## config.mk

```make
export PLATFORM = sky130hd
export DESIGN_NAME = pcm_splice_ramp_generator
export DESIGN_NICKNAME = d
export VERILOG_FILES = /design/src/psrg_pkg.sv /design/src/psrg_front.sv /design/src/psrg_fifo.sv /design/src/psrg_div.sv /design/src/psrg_back.sv /design/src/pcm_splice_ramp_generator.sv
export SDC_FILE = /design/constraint.sdc
export NUM_CORES = 2
export LEC_CHECK = 0
export BUFFER_PORTS_ARGS = -buffer_cell sky130_fd_sc_hd__buf_2
export CELL_PAD_IN_SITES_DETAIL_PLACEMENT = 0
export CELL_PAD_IN_SITES_GLOBAL_PLACEMENT = 1
export CORE_AREA = 2 2 416 418
export DETAILED_ROUTE_END_ITERATION = 8
export DIE_AREA = 0 0 418 420
export PLACE_DENSITY_LB_ADDON = 0.1
export SLEW_MARGIN = 20
export SYNTH_ARGS = -nofsm -noshare
export SYNTH_HDL_FRONTEND = slang
export SYNTH_SLANG_ARGS = --single-unit
```

## constraint.sdc

```tcl
create_clock -name clk -period 24 [get_ports clk]
set_input_delay 3.6 -clock clk [delete_from_list [all_inputs] [get_ports clk]]
set_output_delay 3.6 -clock clk [all_outputs]
set_load 0.05 [all_outputs]
```

## src/psrg_pkg.sv

```systemverilog
// Package for the PCM splice ramp generator.
// Holds field widths, codes, queue item and result types shared by the front end, divider, back end and top level.
// No dependencies.
package psrg_pkg;

	localparam int CH_FIELD_W  = 3;
	localparam int SAMPLE_W    = 32;
	localparam int FRAMES_W    = 24;
	localparam int CHCNT_W     = 4;
	localparam int FMT_W       = 2;
	localparam int CFG_INDEX_W = 2;
	localparam int CFG_DATA_W  = 24;
	localparam int DIFF_W      = 33;
	localparam int ERR_W       = 25;
	localparam int BYTES_W     = 3;
	localparam int FRAME_IDX_W = 24;
	localparam int QUEUE_DEPTH = 4;
	localparam int IN_DATA_W   = 72;
	localparam int OUT_DATA_W  = 96;

	localparam logic [BYTES_W-1:0] BYTES_S16 = 3'd2;
	localparam logic [BYTES_W-1:0] BYTES_S24 = 3'd3;
	localparam logic [BYTES_W-1:0] BYTES_S32 = 3'd4;

	typedef enum logic [0:0] {
		CMD_LOAD = 1'b0,
		CMD_EMIT = 1'b1
	} cmd_t;

	typedef enum logic [FMT_W-1:0] {
		FMT_S16       = 2'd0,
		FMT_S24       = 2'd1,
		FMT_S32_IN_24 = 2'd2,
		FMT_S32       = 2'd3
	} fmt_t;

	typedef enum logic [CFG_INDEX_W-1:0] {
		REG_RAMP_FRAMES   = 2'd0,
		REG_CHANNEL_COUNT = 2'd1,
		REG_SAMPLE_FORMAT = 2'd2
	} reg_index_t;

	typedef enum logic [0:0] {
		BK_IDLE = 1'b0,
		BK_DIV  = 1'b1
	} back_state_t;

	typedef struct packed {
		logic [FRAMES_W-1:0] ramp_frames;
		logic [CHCNT_W-1:0]  channel_count;
		fmt_t                sample_format;
	} cfg_t;

	typedef struct packed {
		cmd_t                  cmd;
		logic [CH_FIELD_W-1:0] channel;
		logic [SAMPLE_W-1:0]   start_value;
		logic [DIFF_W-1:0]     diff_mag;
		logic                  diff_neg;
	} item_t;

	typedef struct packed {
		logic [CH_FIELD_W-1:0]  out_channel;
		logic [FRAME_IDX_W-1:0] frame_index;
		logic [SAMPLE_W-1:0]    sample_value;
		logic [SAMPLE_W-1:0]    packed_sample;
		logic [BYTES_W-1:0]     byte_count;
		logic                   last;
	} result_t;

endpackage

```

## src/psrg_front.sv

```systemverilog
// Front end of the splice ramp generator: accepts stream words, classifies them
// and forms the end minus start difference. Depends on psrg_pkg.
module psrg_front
	import psrg_pkg::*;
#(
	parameter int MAX_CHANNELS = 8
) (
	input  logic                 clk,
	input  logic                 arst_n,
	input  logic                 s_tvalid,
	output logic                 s_tready,
	input  logic [IN_DATA_W-1:0] s_tdata,
	input  logic                 s_tuser,
	output logic                 push,
	output item_t                push_item,
	input  logic                 full
);

	logic                  valid_s1;
	item_t                 item_s1;
	item_t                 item_in;
	logic                  keep;
	logic [SAMPLE_W-1:0]   start_in;
	logic [SAMPLE_W-1:0]   end_in;
	logic [DIFF_W-1:0]     diff;

	assign start_in = s_tdata[CH_FIELD_W +: SAMPLE_W];
	assign end_in   = s_tdata[CH_FIELD_W + SAMPLE_W +: SAMPLE_W];
	assign diff     = {end_in[SAMPLE_W-1], end_in} - {start_in[SAMPLE_W-1], start_in};

	always_comb begin
		item_in.cmd         = cmd_t'(s_tuser);
		item_in.channel     = s_tdata[CH_FIELD_W-1:0];
		item_in.start_value = start_in;
		item_in.diff_neg    = diff[DIFF_W-1];
		item_in.diff_mag    = diff[DIFF_W-1] ? (~diff + 1'b1) : diff;
	end

	// Loads aimed at a channel the block does not have are dropped here.
	assign keep = (item_in.cmd == CMD_EMIT) || (32'(item_in.channel) < MAX_CHANNELS);

	assign push      = valid_s1 && !full;
	assign push_item = item_s1;
	assign s_tready  = !valid_s1 || !full;

	always_ff @(posedge clk or negedge arst_n) begin
		if (!arst_n) begin
			valid_s1 <= 1'b0;
		end else if (s_tready) begin
			valid_s1 <= s_tvalid && keep;
		end
	end

	always_ff @(posedge clk) begin
		if (s_tready && s_tvalid) begin
			item_s1 <= item_in;
		end
	end

endmodule

```

## src/psrg_fifo.sv

```systemverilog
// Short register queue between the front end and the back end.
// Generic width and depth; depth must be a power of two. No dependencies.
module psrg_fifo #(
	parameter int WIDTH = 8,
	parameter int DEPTH = 4
) (
	input  logic             clk,
	input  logic             arst_n,
	input  logic             push,
	input  logic [WIDTH-1:0] push_data,
	output logic             full,
	input  logic             pop,
	output logic [WIDTH-1:0] pop_data,
	output logic             empty
);

	localparam int PTR_W = (DEPTH > 1) ? $clog2(DEPTH) : 1;
	localparam int CNT_W = $clog2(DEPTH + 1);

	logic [WIDTH-1:0] mem_q [DEPTH];
	logic [PTR_W-1:0] wr_ptr_q;
	logic [PTR_W-1:0] rd_ptr_q;
	logic [CNT_W-1:0] count_q;
	logic             do_push;
	logic             do_pop;

	assign full     = (count_q == CNT_W'(DEPTH));
	assign empty    = (count_q == '0);
	assign do_push  = push && !full;
	assign do_pop   = pop && !empty;
	assign pop_data = mem_q[rd_ptr_q];

	always_ff @(posedge clk or negedge arst_n) begin
		if (!arst_n) begin
			wr_ptr_q <= '0;
			rd_ptr_q <= '0;
			count_q  <= '0;
		end else begin
			if (do_push) begin
				wr_ptr_q <= (wr_ptr_q == PTR_W'(DEPTH - 1)) ? '0 : wr_ptr_q + 1'b1;
			end
			if (do_pop) begin
				rd_ptr_q <= (rd_ptr_q == PTR_W'(DEPTH - 1)) ? '0 : rd_ptr_q + 1'b1;
			end
			if (do_push && !do_pop) begin
				count_q <= count_q + 1'b1;
			end else if (do_pop && !do_push) begin
				count_q <= count_q - 1'b1;
			end
		end
	end

	always_ff @(posedge clk) begin
		if (do_push) begin
			mem_q[wr_ptr_q] <= push_data;
		end
	end

endmodule

```

## src/psrg_div.sv

```systemverilog
// Restoring divider that forms the step quotient and remainder of a ramp load,
// one quotient bit per cycle. Depends on psrg_pkg.
module psrg_div
	import psrg_pkg::*;
(
	input  logic                clk,
	input  logic                arst_n,
	input  logic                start,
	input  logic [DIFF_W-1:0]   dividend,
	input  logic [FRAMES_W-1:0] divisor,
	output logic                done,
	output logic [SAMPLE_W-1:0] quotient,
	output logic [FRAMES_W-1:0] remainder
);

	localparam int STEPS = DIFF_W;
	localparam int CNT_W = $clog2(STEPS);

	logic [DIFF_W-1:0]   quo_q;
	logic [FRAMES_W-1:0] rem_q;
	logic [FRAMES_W-1:0] dvs_q;
	logic [CNT_W-1:0]    cnt_q;
	logic                busy_q;
	logic                done_q;
	logic [FRAMES_W:0]   trial;
	logic                ge;
	logic [FRAMES_W:0]   diff;

	assign trial = {rem_q, quo_q[DIFF_W-1]};
	assign ge    = trial >= {1'b0, dvs_q};
	assign diff  = trial - {1'b0, dvs_q};

	assign done      = done_q;
	assign quotient  = quo_q[SAMPLE_W-1:0];
	assign remainder = rem_q;

	always_ff @(posedge clk or negedge arst_n) begin
		if (!arst_n) begin
			busy_q <= 1'b0;
			done_q <= 1'b0;
			cnt_q  <= '0;
		end else begin
			done_q <= busy_q && !start && (cnt_q == CNT_W'(STEPS - 1));
			if (start) begin
				busy_q <= 1'b1;
				cnt_q  <= '0;
			end else if (busy_q) begin
				cnt_q <= cnt_q + 1'b1;
				if (cnt_q == CNT_W'(STEPS - 1)) begin
					busy_q <= 1'b0;
				end
			end
		end
	end

	always_ff @(posedge clk) begin
		if (start) begin
			quo_q <= dividend;
			rem_q <= '0;
			dvs_q <= divisor;
		end else if (busy_q) begin
			quo_q <= {quo_q[DIFF_W-2:0], ge};
			rem_q <= ge ? diff[FRAMES_W-1:0] : trial[FRAMES_W-1:0];
		end
	end

endmodule

```

## src/psrg_back.sv

```systemverilog
// Back end of the splice ramp generator: per-channel ramp state, load sequencing
// through the divider, sample stepping and format packing. Depends on psrg_pkg, psrg_div.
module psrg_back
	import psrg_pkg::*;
#(
	parameter int MAX_CHANNELS = 8,
	parameter int FRAME_BITS   = 24
) (
	input  logic    clk,
	input  logic    arst_n,
	input  cfg_t    cfg,
	input  logic    fifo_empty,
	input  item_t   fifo_item,
	output logic    pop,
	output logic    res_valid,
	output result_t res,
	input  logic    res_ready
);

	localparam int CH_W = (MAX_CHANNELS > 1) ? $clog2(MAX_CHANNELS) : 1;

	logic [SAMPLE_W-1:0]   level_q [MAX_CHANNELS];
	logic [SAMPLE_W-1:0]   quot_q  [MAX_CHANNELS];
	logic [ERR_W-1:0]      err_q   [MAX_CHANNELS];
	logic [FRAMES_W-1:0]   inc_q   [MAX_CHANNELS];
	logic                  dir_q   [MAX_CHANNELS];

	back_state_t           state_q;
	back_state_t           state_n;
	logic [FRAME_BITS-1:0] frame_q;
	logic [CH_W-1:0]       chan_q;
	logic                  ramp_done_q;
	logic [CH_W-1:0]       ld_ch_q;
	logic [SAMPLE_W-1:0]   ld_start_q;
	logic                  ld_neg_q;
	logic [FRAMES_W-1:0]   n_q;
	logic                  out_valid_q;
	result_t               out_q;

	logic                  head_emit;
	logic                  out_free;
	logic                  div_start;
	logic                  div_done;
	logic                  emit_go;
	logic                  commit;
	logic [SAMPLE_W-1:0]   div_quo;
	logic [FRAMES_W-1:0]   div_rem;
	logic [SAMPLE_W-1:0]   step_q;

	logic [FRAMES_W-1:0]   n_cur;
	logic [CH_W:0]         nch;
	logic                  chan_last;
	logic                  frame_last;
	logic                  is_last;
	logic [SAMPLE_W-1:0]   lv;
	logic [ERR_W:0]        e_sub;
	logic                  adj;
	logic [SAMPLE_W-1:0]   adj_val;
	logic [SAMPLE_W-1:0]   lv_next;
	logic [ERR_W:0]        e_next;
	result_t               res_next;

	psrg_div u_div (
		.clk       (clk),
		.arst_n    (arst_n),
		.start     (div_start),
		.dividend  (fifo_item.diff_mag),
		.divisor   (n_cur),
		.done      (div_done),
		.quotient  (div_quo),
		.remainder (div_rem)
	);

	assign n_cur = (cfg.ramp_frames == '0) ? FRAMES_W'(1) : cfg.ramp_frames;

	always_comb begin
		if (cfg.channel_count == '0) begin
			nch = (CH_W + 1)'(1);
		end else if (32'(cfg.channel_count) > MAX_CHANNELS) begin
			nch = (CH_W + 1)'(MAX_CHANNELS);
		end else begin
			nch = (CH_W + 1)'(cfg.channel_count);
		end
	end

	assign chan_last  = ({1'b0, chan_q} + 1'b1) >= nch;
	assign frame_last = (32'(frame_q) + 32'd1) >= 32'(n_cur);
	assign is_last    = frame_last && chan_last;

	// Bresenham step: quotient every sample, one extra unit when the error runs out.
	assign lv      = level_q[chan_q];
	assign e_sub   = {err_q[chan_q][ERR_W-1], err_q[chan_q]} - (ERR_W + 1)'(inc_q[chan_q]);
	assign adj     = e_sub[ERR_W];
	assign adj_val = adj ? (dir_q[chan_q] ? SAMPLE_W'(1) : '1) : '0;
	assign lv_next = lv + quot_q[chan_q] + adj_val;
	assign e_next  = adj ? e_sub + (ERR_W + 1)'(n_cur) : e_sub;

	assign step_q  = ld_neg_q ? (~div_quo + 1'b1) : div_quo;

	always_comb begin
		res_next.out_channel  = CH_FIELD_W'(chan_q);
		res_next.frame_index  = FRAME_IDX_W'(frame_q);
		res_next.sample_value = lv;
		res_next.last         = is_last;
		case (cfg.sample_format)
			FMT_S16: begin
				res_next.packed_sample = {16'b0, lv[15:0]};
				res_next.byte_count    = BYTES_S16;
			end
			FMT_S24: begin
				res_next.packed_sample = {8'b0, lv[23:0]};
				res_next.byte_count    = BYTES_S24;
			end
			FMT_S32_IN_24: begin
				res_next.packed_sample = {lv[23:0], 8'b0};
				res_next.byte_count    = BYTES_S32;
			end
			default: begin
				res_next.packed_sample = lv;
				res_next.byte_count    = BYTES_S32;
			end
		endcase
	end

	assign head_emit = (fifo_item.cmd == CMD_EMIT);
	assign out_free  = !out_valid_q || res_ready;

	always_comb begin
		state_n = state_q;
		case (state_q)
			BK_IDLE: begin
				if (!fifo_empty && !head_emit) begin
					state_n = BK_DIV;
				end
			end
			BK_DIV: begin
				if (div_done) begin
					state_n = BK_IDLE;
				end
			end
			default: state_n = BK_IDLE;
		endcase
	end

	always_comb begin
		pop       = 1'b0;
		div_start = 1'b0;
		emit_go   = 1'b0;
		commit    = 1'b0;
		case (state_q)
			BK_IDLE: begin
				if (!fifo_empty) begin
					if (!head_emit) begin
						pop       = 1'b1;
						div_start = 1'b1;
					end else if (ramp_done_q) begin
						pop = 1'b1;
					end else if (out_free) begin
						pop     = 1'b1;
						emit_go = 1'b1;
					end
				end
			end
			BK_DIV: begin
				commit = div_done;
			end
			default: ;
		endcase
	end

	always_ff @(posedge clk or negedge arst_n) begin
		if (!arst_n) begin
			state_q     <= BK_IDLE;
			frame_q     <= '0;
			chan_q      <= '0;
			ramp_done_q <= 1'b1;
			out_valid_q <= 1'b0;
		end else begin
			state_q <= state_n;
			if (commit) begin
				frame_q     <= '0;
				chan_q      <= '0;
				ramp_done_q <= 1'b0;
			end else if (emit_go) begin
				if (is_last) begin
					ramp_done_q <= 1'b1;
				end else if (chan_last) begin
					chan_q  <= '0;
					frame_q <= frame_q + 1'b1;
				end else begin
					chan_q <= chan_q + 1'b1;
				end
			end
			if (emit_go) begin
				out_valid_q <= 1'b1;
			end else if (res_ready) begin
				out_valid_q <= 1'b0;
			end
		end
	end

	always_ff @(posedge clk) begin
		if (div_start) begin
			ld_ch_q    <= CH_W'(fifo_item.channel);
			ld_start_q <= fifo_item.start_value;
			ld_neg_q   <= fifo_item.diff_neg;
			n_q        <= n_cur;
		end
		if (emit_go) begin
			out_q <= res_next;
		end
		if (commit) begin
			level_q[ld_ch_q] <= ld_start_q;
			quot_q[ld_ch_q]  <= step_q;
			inc_q[ld_ch_q]   <= div_rem;
			dir_q[ld_ch_q]   <= !ld_neg_q;
			err_q[ld_ch_q]   <= ERR_W'(n_q >> 1);
		end else if (emit_go) begin
			level_q[chan_q] <= lv_next;
			err_q[chan_q]   <= e_next[ERR_W-1:0];
		end
	end

	assign res_valid = out_valid_q;
	assign res       = out_q;

endmodule

```

## src/pcm_splice_ramp_generator.sv

```systemverilog
// PCM splice ramp generator, top level: configuration registers, stream ports.
// Emit words pass the front register, queue and output register, one per cycle
// while the output is ready and no load is in the back end. A load holds the back end
// through issue, the 33-step divider and commit; later words queue behind it. Reset
// clears control state, loads register defaults; per-channel ramp state is undefined until
// its channel is loaded. Depends on psrg_pkg, psrg_front, psrg_fifo, psrg_back.
module pcm_splice_ramp_generator
	import psrg_pkg::*;
#(
	parameter int MAX_CHANNELS = 8,
	parameter int FRAME_BITS   = 24
) (
	input  logic                   clk,
	input  logic                   arst_n,
	input  logic                   s_tvalid,
	output logic                   s_tready,
	// channel, start_value, end_value, zero fill
	input  logic [IN_DATA_W-1:0]   s_tdata,
	// cmd
	input  logic                   s_tuser,
	output logic                   m_tvalid,
	input  logic                   m_tready,
	// out_channel, frame_index, sample_value, packed_sample, byte_count, zero fill
	output logic [OUT_DATA_W-1:0]  m_tdata,
	output logic                   m_tlast,
	input  logic                   cfg_we,
	input  logic [CFG_INDEX_W-1:0] cfg_index,
	input  logic [CFG_DATA_W-1:0]  cfg_wdata
);

	cfg_t    cfg_q;
	logic    push;
	item_t   push_item;
	logic    full;
	logic    pop;
	item_t   pop_item;
	logic    empty;
	result_t res;

	always_ff @(posedge clk or negedge arst_n) begin
		if (!arst_n) begin
			cfg_q.ramp_frames   <= FRAMES_W'(1);
			cfg_q.channel_count <= CHCNT_W'(2);
			cfg_q.sample_format <= FMT_S16;
		end else if (cfg_we) begin
			case (reg_index_t'(cfg_index))
				REG_RAMP_FRAMES:   cfg_q.ramp_frames   <= cfg_wdata[FRAMES_W-1:0];
				REG_CHANNEL_COUNT: cfg_q.channel_count <= cfg_wdata[CHCNT_W-1:0];
				REG_SAMPLE_FORMAT: cfg_q.sample_format <= fmt_t'(cfg_wdata[FMT_W-1:0]);
				default: ;
			endcase
		end
	end

	psrg_front #(
		.MAX_CHANNELS (MAX_CHANNELS)
	) u_front (
		.clk       (clk),
		.arst_n    (arst_n),
		.s_tvalid  (s_tvalid),
		.s_tready  (s_tready),
		.s_tdata   (s_tdata),
		.s_tuser   (s_tuser),
		.push      (push),
		.push_item (push_item),
		.full      (full)
	);

	psrg_fifo #(
		.WIDTH ($bits(item_t)),
		.DEPTH (QUEUE_DEPTH)
	) u_fifo (
		.clk       (clk),
		.arst_n    (arst_n),
		.push      (push),
		.push_data (push_item),
		.full      (full),
		.pop       (pop),
		.pop_data  (pop_item),
		.empty     (empty)
	);

	psrg_back #(
		.MAX_CHANNELS (MAX_CHANNELS),
		.FRAME_BITS   (FRAME_BITS)
	) u_back (
		.clk        (clk),
		.arst_n     (arst_n),
		.cfg        (cfg_q),
		.fifo_empty (empty),
		.fifo_item  (pop_item),
		.pop        (pop),
		.res_valid  (m_tvalid),
		.res        (res),
		.res_ready  (m_tready)
	);

	assign m_tdata = {2'b0, res.byte_count, res.packed_sample, res.sample_value,
		res.frame_index, res.out_channel};
	assign m_tlast = res.last;

endmodule

```

* Word level (Yosys, flattened, before mapping)
Memory sizes are Yosys's and may differ from the RTL's.
Index checks and enable logic that the tools add are counted.
** Storage, ports and cells
- Bits in writable memories :: 1192
- Bits of input ports :: 104
- Output and inout bits :: 99
- Memory bits (read-only) :: 0
- Word-level logic and storage cells :: 175
- Memories kept :: 6
- Bits in registers :: 358
- Bits in latches :: 0
** Cells by class
- Shifts and indexed selects :: 0
- Reductions and logical operators :: 40
- Equality and inequality tests :: 9
- $add $sub $neg :: 17
- $mul :: 0
- Divide/modulo/power cells :: 0
- Order comparisons :: 4
- Mux-type cells :: 63
- Bitwise logic cells :: 3
** Memories
- u_fifo.mem_q :: depth 4, width 70, rd ports 1, clocked after Yosys merged registers in 0, write ports 1, line psrg_fifo.sv:20 : logic [WIDTH-1:0] mem_q [DEPTH];
- u_back.level_q :: depth 8, width 32, rd ports 1, clocked after Yosys merged registers in 0, write ports 1, line psrg_back.sv:22 : logic [SAMPLE_W-1:0] level_q [MAX_CHANNELS];
- u_back.quot_q :: depth 8, width 32, rd ports 1, clocked after Yosys merged registers in 0, write ports 1, line psrg_back.sv:23 : logic [SAMPLE_W-1:0] quot_q [MAX_CHANNELS];
- u_back.err_q :: depth 8, width 25, rd ports 1, clocked after Yosys merged registers in 0, write ports 1, line psrg_back.sv:24 : logic [ERR_W-1:0] err_q [MAX_CHANNELS];
- u_back.inc_q :: depth 8, width 24, rd ports 1, clocked after Yosys merged registers in 0, write ports 1, line psrg_back.sv:25 : logic [FRAMES_W-1:0] inc_q [MAX_CHANNELS];
- u_back.dir_q :: depth 8, width 1, rd ports 1, clocked after Yosys merged registers in 0, write ports 1, line psrg_back.sv:26 : logic dir_q [MAX_CHANNELS];
** Operators by type and width (number)
- 2-to-1 mux 32 bit :: 5
- 2-to-1 mux 24 bit :: 6
- case mux 35 bit (3 select lines) :: 1
- 2-to-1 mux 33 bit :: 2
- adder 32 bit :: 2
- 2-to-1 mux 25 bit :: 2
- adder 33 x 1 -> 33 bit (second input constant) :: 1
- inverter 33 bit :: 1
- subtractor 32 x 32 -> 33 bit :: 1
- adder 32 x 1 -> 32 bit (second input constant) :: 1
- >= comparator 32 x 24 -> 1 bit :: 1
- 2-to-1 mux 1 bit :: 32
- inverter 32 bit :: 1
- OR reduction 32 bit :: 1
- subtractor 25 x 25 -> 26 bit :: 1
- adder 24 x 1 -> 25 bit (second input constant) :: 1
- adder 25 x 24 -> 25 bit :: 1
- >= comparator 25 x 24 -> 1 bit :: 1
- OR reduction 25 bit :: 1
- adder 24 x 1 -> 24 bit (second input constant) :: 1
- zero test 24 bit :: 1
- 2-to-1 mux 3 bit :: 8
- subtractor 24 bit :: 1
- 2-to-1 mux 6 bit :: 2
- 25 further kinds :: 61

* Longest topological paths before layout
- Depth in word-level cells :: 12
- Mapped depth :: 32
- Gate-level depth less buffers :: 25

* By module
From an unflattened synthesis, not the netlist that was laid out.
** Unflattened totals
- Cells, all modules :: 4298
- Area total of the unflattened synthesis :: 70649.0 um^2
** By module, submodules not included
- psrg_back :: area each 48152.4 um^2, cells each 2786, sequential area each 32762.7 um^2, instances 1
- psrg_fifo :: area each 10631.4 um^2, cells each 403, sequential area each 8583.2 um^2, instances 1
- psrg_div :: area each 5382.7 um^2, cells each 515, sequential area each 2392.3 um^2, instances 1
- psrg_front :: area each 5316.3 um^2, cells each 526, sequential area each 2127.0 um^2, instances 1
- pcm_splice_ramp_generator :: area each 1166.1 um^2, cells each 68, sequential area each 753.2 um^2, instances 1

* Least setup slack after synthesis
No wires, ideal clock.
- Path kind :: register to register
- Start :: register u_back.chan_q[0]
- End :: memory u_back.level_q[0][30] (data pin)
- Buffers on the path :: 6
- Period minus slack after synthesis :: 8.666 ns
- Library setup time :: 0.265 ns
- Setup slack :: 15.334 ns
- Stages on the path, launching flop included :: 31
- Arrival :: 8.401 ns
- Data required time :: 23.735 ns
- Path through :: dfrtp_1 > clkbuf_1 > clkbuf_1 > clkbuf_1 > buf_1 > mux4_2 > mux2_2 > ha_1 > a21oi_1 > nand2_1 > a221oi_1 > o32a_1 > a211oi_1 > o21ai_1 > and3_1 > clkbuf_1 > clkbuf_1 > xnor2_1 > ha_1 > o21bai_1 > ha_1 > a21o_1 > a221oi_1 > o21bai_1 > a221oi_1 > o21ai_0 > a221o_1 > a211oi_1 > o21ai_0 > xnor2_1 > o21ai_0
** Between the ends
- Cells in the longest elaborated chain, start to end :: 5
- Elaborated cells between the ends (all ways) :: 11
- Classes of those cells :: add/sub (3); mux (3); memory (5)
** Ends and longest elaborated chain
- from (decl) :: line psrg_back.sv:31 : logic [CH_W-1:0] chan_q;
- from (signal assigned) :: line psrg_back.sv:191 : chan_q <= chan_q + 1'b1;
- memory (8 x 25 bit), or another cell as far along
- subtractor 25 x 25 -> 26 bit or 2-to-1 mux 32 bit (tied branches) :: line psrg_back.sv:92, psrg_back.sv:94
- 2-to-1 mux 32 bit :: line psrg_back.sv:94 : assign adj_val = adj ? (dir_q[chan_q] ? SAMPLE_W'(1) : '1) : '0;
- adder 32 bit (*) :: line psrg_back.sv:95 : assign lv_next = lv + quot_q[chan_q] + adj_val;
- 2-to-1 mux 32 bit (no line) (*)
- to (decl) :: line psrg_back.sv:22
Mark *: on every way between the ends. The rest lies on a longest branch, timed or not.

* Worst setup path after layout
- Start :: register u_back.chan_q[0]
- End :: memory u_back.level_q[0][31] (data pin)
The elaborated chain is that of the path after synthesis.

==> results.py <==
metrics = {
    "outcome": {
        "status": "finished, final reports clean",
    },
    "logic_synthesis": {
        "synth-main-ff-cell": "edfxtp_1",
        "synth.distinct_cells": 87,
        "synth-async-reset-ratio_pct": 4.90,
        "synthCells": 4127,
        "ys_seq_area_share_pct": 67.5,
        "synth_edf_count": 1450,
        "ys_ff_latch": 1550,
        "syn_area_mm2": 0.0680,
        "ys.warnings.count": 0,
        "syn_area_per_cell_um2": 16.5,
    },
    "placed_design": {
        "hpwlAfterDp_mm": 112,
        "gp_congestion": 0.788,
        "port_buffers": 195,
    },
    "global_route": {
        "overflow": 0,
        "track_usage_pct": 19.5,
        "grt_pass1_wl_mm": 251,
        "grt_pass1_vias": 37500,
        "antenna_found_initial": 7,
        "grt_max_degree": 125,
    },
    "clock_network": {
        "insertion_delay_ns": 0.82,
        "cts_tree": "done",
        "cts_buffer_depth": 3,
        "cts.repair.resized": 0,
        "cts.reportedPaths.clkPinSlew_ns": 0.06,
        "cts_setup_buffers": 0,
        "clock-sinks": 1550,
        "cts_inserted_buffers": 167,
        "cts_root_buf": "clkbuf_16",
        "cts_hold_buf": 0,
        "cts_htree_levels": 4,
    },
    "routing": {
        "drc": 0,
        "final_antenna_net_count": 0,
        "drtIter0Drc": 2996,
        "avgRoutedWirePerCell_um": 25.3,
        "drt-total-wl_mm": 170,
        "vias_per_cell": 5.44,
        "vias": 36700,
        "drt_pass1_iterations": 5,
    },
    "timing": {
        "worst_clock_skew_ns": 0.0410,
        "rsz0062_at_grt": "no",
        "setup_viol": 0,
        "worstMarginPinSlew_ns": 1.05,
        "slew_viol_final": 0,
        "period_needed_ns": 9.60,
        "finalHoldViolations": 0,
        "relSlewSlack_pct": 30.2,
        "fmax_mhz": 104,
        "setup_tns_ns": 0,
        "min_period_over_period_pct": 40.0,
    },
    "setup_path": {
        "critPathRequiredTime_ns": 24.48,
        "reg2reg_from": "u_back.chan_q[0]",
        "start_kind": "flop",
        "cp_max_fo": 73,
        "cp-end-kind": "flop",
        "cp_data_arrival_time_ns": 10.07,
        "crit_type": "flop to flop",
        "crit_start": "u_back.chan_q[0]",
    },
    "min_path": {
        "worstHoldStart": "u_back.frame_q[23]",
        "hp-class": "flop to flop",
    },
    "final_layout": {
        "layout_common_cells": "edfxtp_1, mux4_2, nand2_1, ha_1, buf_2",
        "final_common_cell": "edfxtp_1",
        "drive_gt1_share_pct": 20.9,
        "nFillCells": 15000,
        "area_growth_pct": 13.5,
        "regArea_mm2": 0.0459,
        "multi_input_area_mm2": 0.0209,
        "nets": 4687,
    },
    "floorplanning": {
        "fp.dieH_um": 420,
        "dieWidth_um": 418,
        "ios": 203,
        "rows": 152,
        "dieArea_mm2": 0.176,
        "fp.coreArea_mm2": 0.171,
        "start_util_pct": 39.8,
    },
    "power": {
        "ir_drop_uv": 93.7,
        "power_leakage_nw": 26.7,
        "p_per_area_mw_per_mm2": 150,
        "totalPowerFinal_w": 0.0116,
    },
    "run": {
        "drv_cap": 0,
    },
}
## metal layers
layer  part of all wire, %  vias to the layer above  global-route usage, %
met4                   1.8                        0                   4.66
met2                    44                      845                   28.9
met5                     0                        -                      0
met3                   5.4                      208                   3.61
li1                      -                    16700                      -
met1                    49                    19000                   29.6
## Yosys cell counts (6+ instances only)
cell type,instances,area [um^2]
a2111oi_0,6,52.6
a211o_1,9,78.8
a211oi_1,33,248
a21o_1,72,541
a21oi_1,135,676
a22o_1,20,175
a31oi_1,13,81.3
and2_1,15,93.8
and3_1,25,156
buf_1,38,143
buf_2,8,40.0
clkbuf_1,136,510
dfrtp_1,73,1830
dfxtp_1,24,480
edfxtp_1,1450,43500
fa_1,6,120
ha_1,205,2560
inv_1,173,649
mux2_2,89,1000
mux2i_1,103,1030
mux4_2,298,6710
nand2_1,213,800
nand2b_1,22,138
nand3_1,47,235
nand4_1,25,156
nor2_1,156,586
nor2b_1,18,113
nor3_1,40,200
nor4_1,17,106
o211ai_1,16,120
o21a_1,11,82.6
o21ai_0,168,841
o21ai_1,9,45.0
o21bai_1,54,405
o31ai_1,22,165
o41ai_1,7,61.3
or3_1,18,113
or4_1,6,45.0
xnor2_1,173,1520
xor2_1,67,587
## final cells by class
type | count | share of cell area [%]
sequential | 1550 | 59.5
multi-input combinational | 2219 | 27.1
clock buffer | 223 | 5.84
tap | 2233 | 3.62
timing repair buffer | 259 | 1.94
clock inverter | 81 | 1.16
inverter | 175 | 0.857
antenna | 1 | 0.00324
## critical path, stage by stage (launching register included)
cell and delay [ns]:
dfrtp_4 0.57, buf_4 0.72, buf_12 0.53, mux4_2 0.58
mux2_2 0.34, ha_1 0.42, nand4_1 0.19, or3_1 0.38
o32a_1 0.35, a211oi_1 0.42, o21ai_4 0.10, and3_2 0.21
buf_4 0.29, xnor2_1 0.22, ha_1 0.30, ha_1 0.17
inv_1 0.05, fa_1 0.40, nand2b_1 0.19, a21oi_1 0.30
o211ai_1 0.17, a211oi_1 0.37, o21ai_0 0.33, a211oi_1 0.35
o22ai_1 0.18, xnor2_1 0.16, xnor2_1 0.12, o21ai_0 0.67
## through the flow
step	cells	setup slack [ns]	hold WS, ns	utilization [%]	area (um^2)
after detailed placement	6436	14.18	0.458	42.0	71800
after CTS	6740	14.16	0.487	45.2	77200
after floorplan	4128	15.33	0.423	-	68000
final	6741	14.40	0.484	45.2	77200
after global routing	6740	13.52	0.503	45.2	77200
after global placement	6436	14.23	0.465	42.0	71800
## flip-flops by register name, indices dropped and copies added (netlist names), 8 cells and up
register                flops
u_back.frame_q             24
u_back.dir_q                8
u_back.ld_start_q          32
u_back.inc_q              192
cfg_q                      30
u_fifo.mem_q              280
u_back.level_q            256
u_back.n_q                 24
u_back.res                 95
u_back.err_q              200
u_back.u_div.remainder     24
u_front.push_item          70
u_back.quot_q             256
u_back.u_div.quo_q         33
## power by group
group          switching (W)  internal [W]
registers           0.000266       0.00357
logic                0.00303       0.00217
clock network        0.00108       0.00144
## kinds of logic (layout without fill, tap and decap cells)
logic type      count (synthesis)  count (layout)  synth area share, %
flops                        1550            1550                 67.5
compound gates                643             643                 6.19
simple gates                  633             633                 4.42
mux                           490             490                 12.9
buf+inv                       359             738                 2.01
xor+xnor                      240             240                 3.09
fa+ha+maj                     211             211                 3.95
other cells                     1               3              0.00551
## path summary, 6_finish.rpt
kind                                         end  slack, ns  cells past startpoint
setup / recovery           u_back.level_q[0][31]      14.40                     27
hold / removal                    u_back.res[91]       0.48                      0
setup reg to reg           u_back.level_q[0][31]      14.40                     27
hold reg to reg                   u_back.res[91]       0.48                      0
max in group asynchronous       u_back.chan_q[2]      20.19                      2
min in group asynchronous     u_fifo.wr_ptr_q[0]       2.59                      1
No activity file was read; power rests on OpenSTA's default activity.
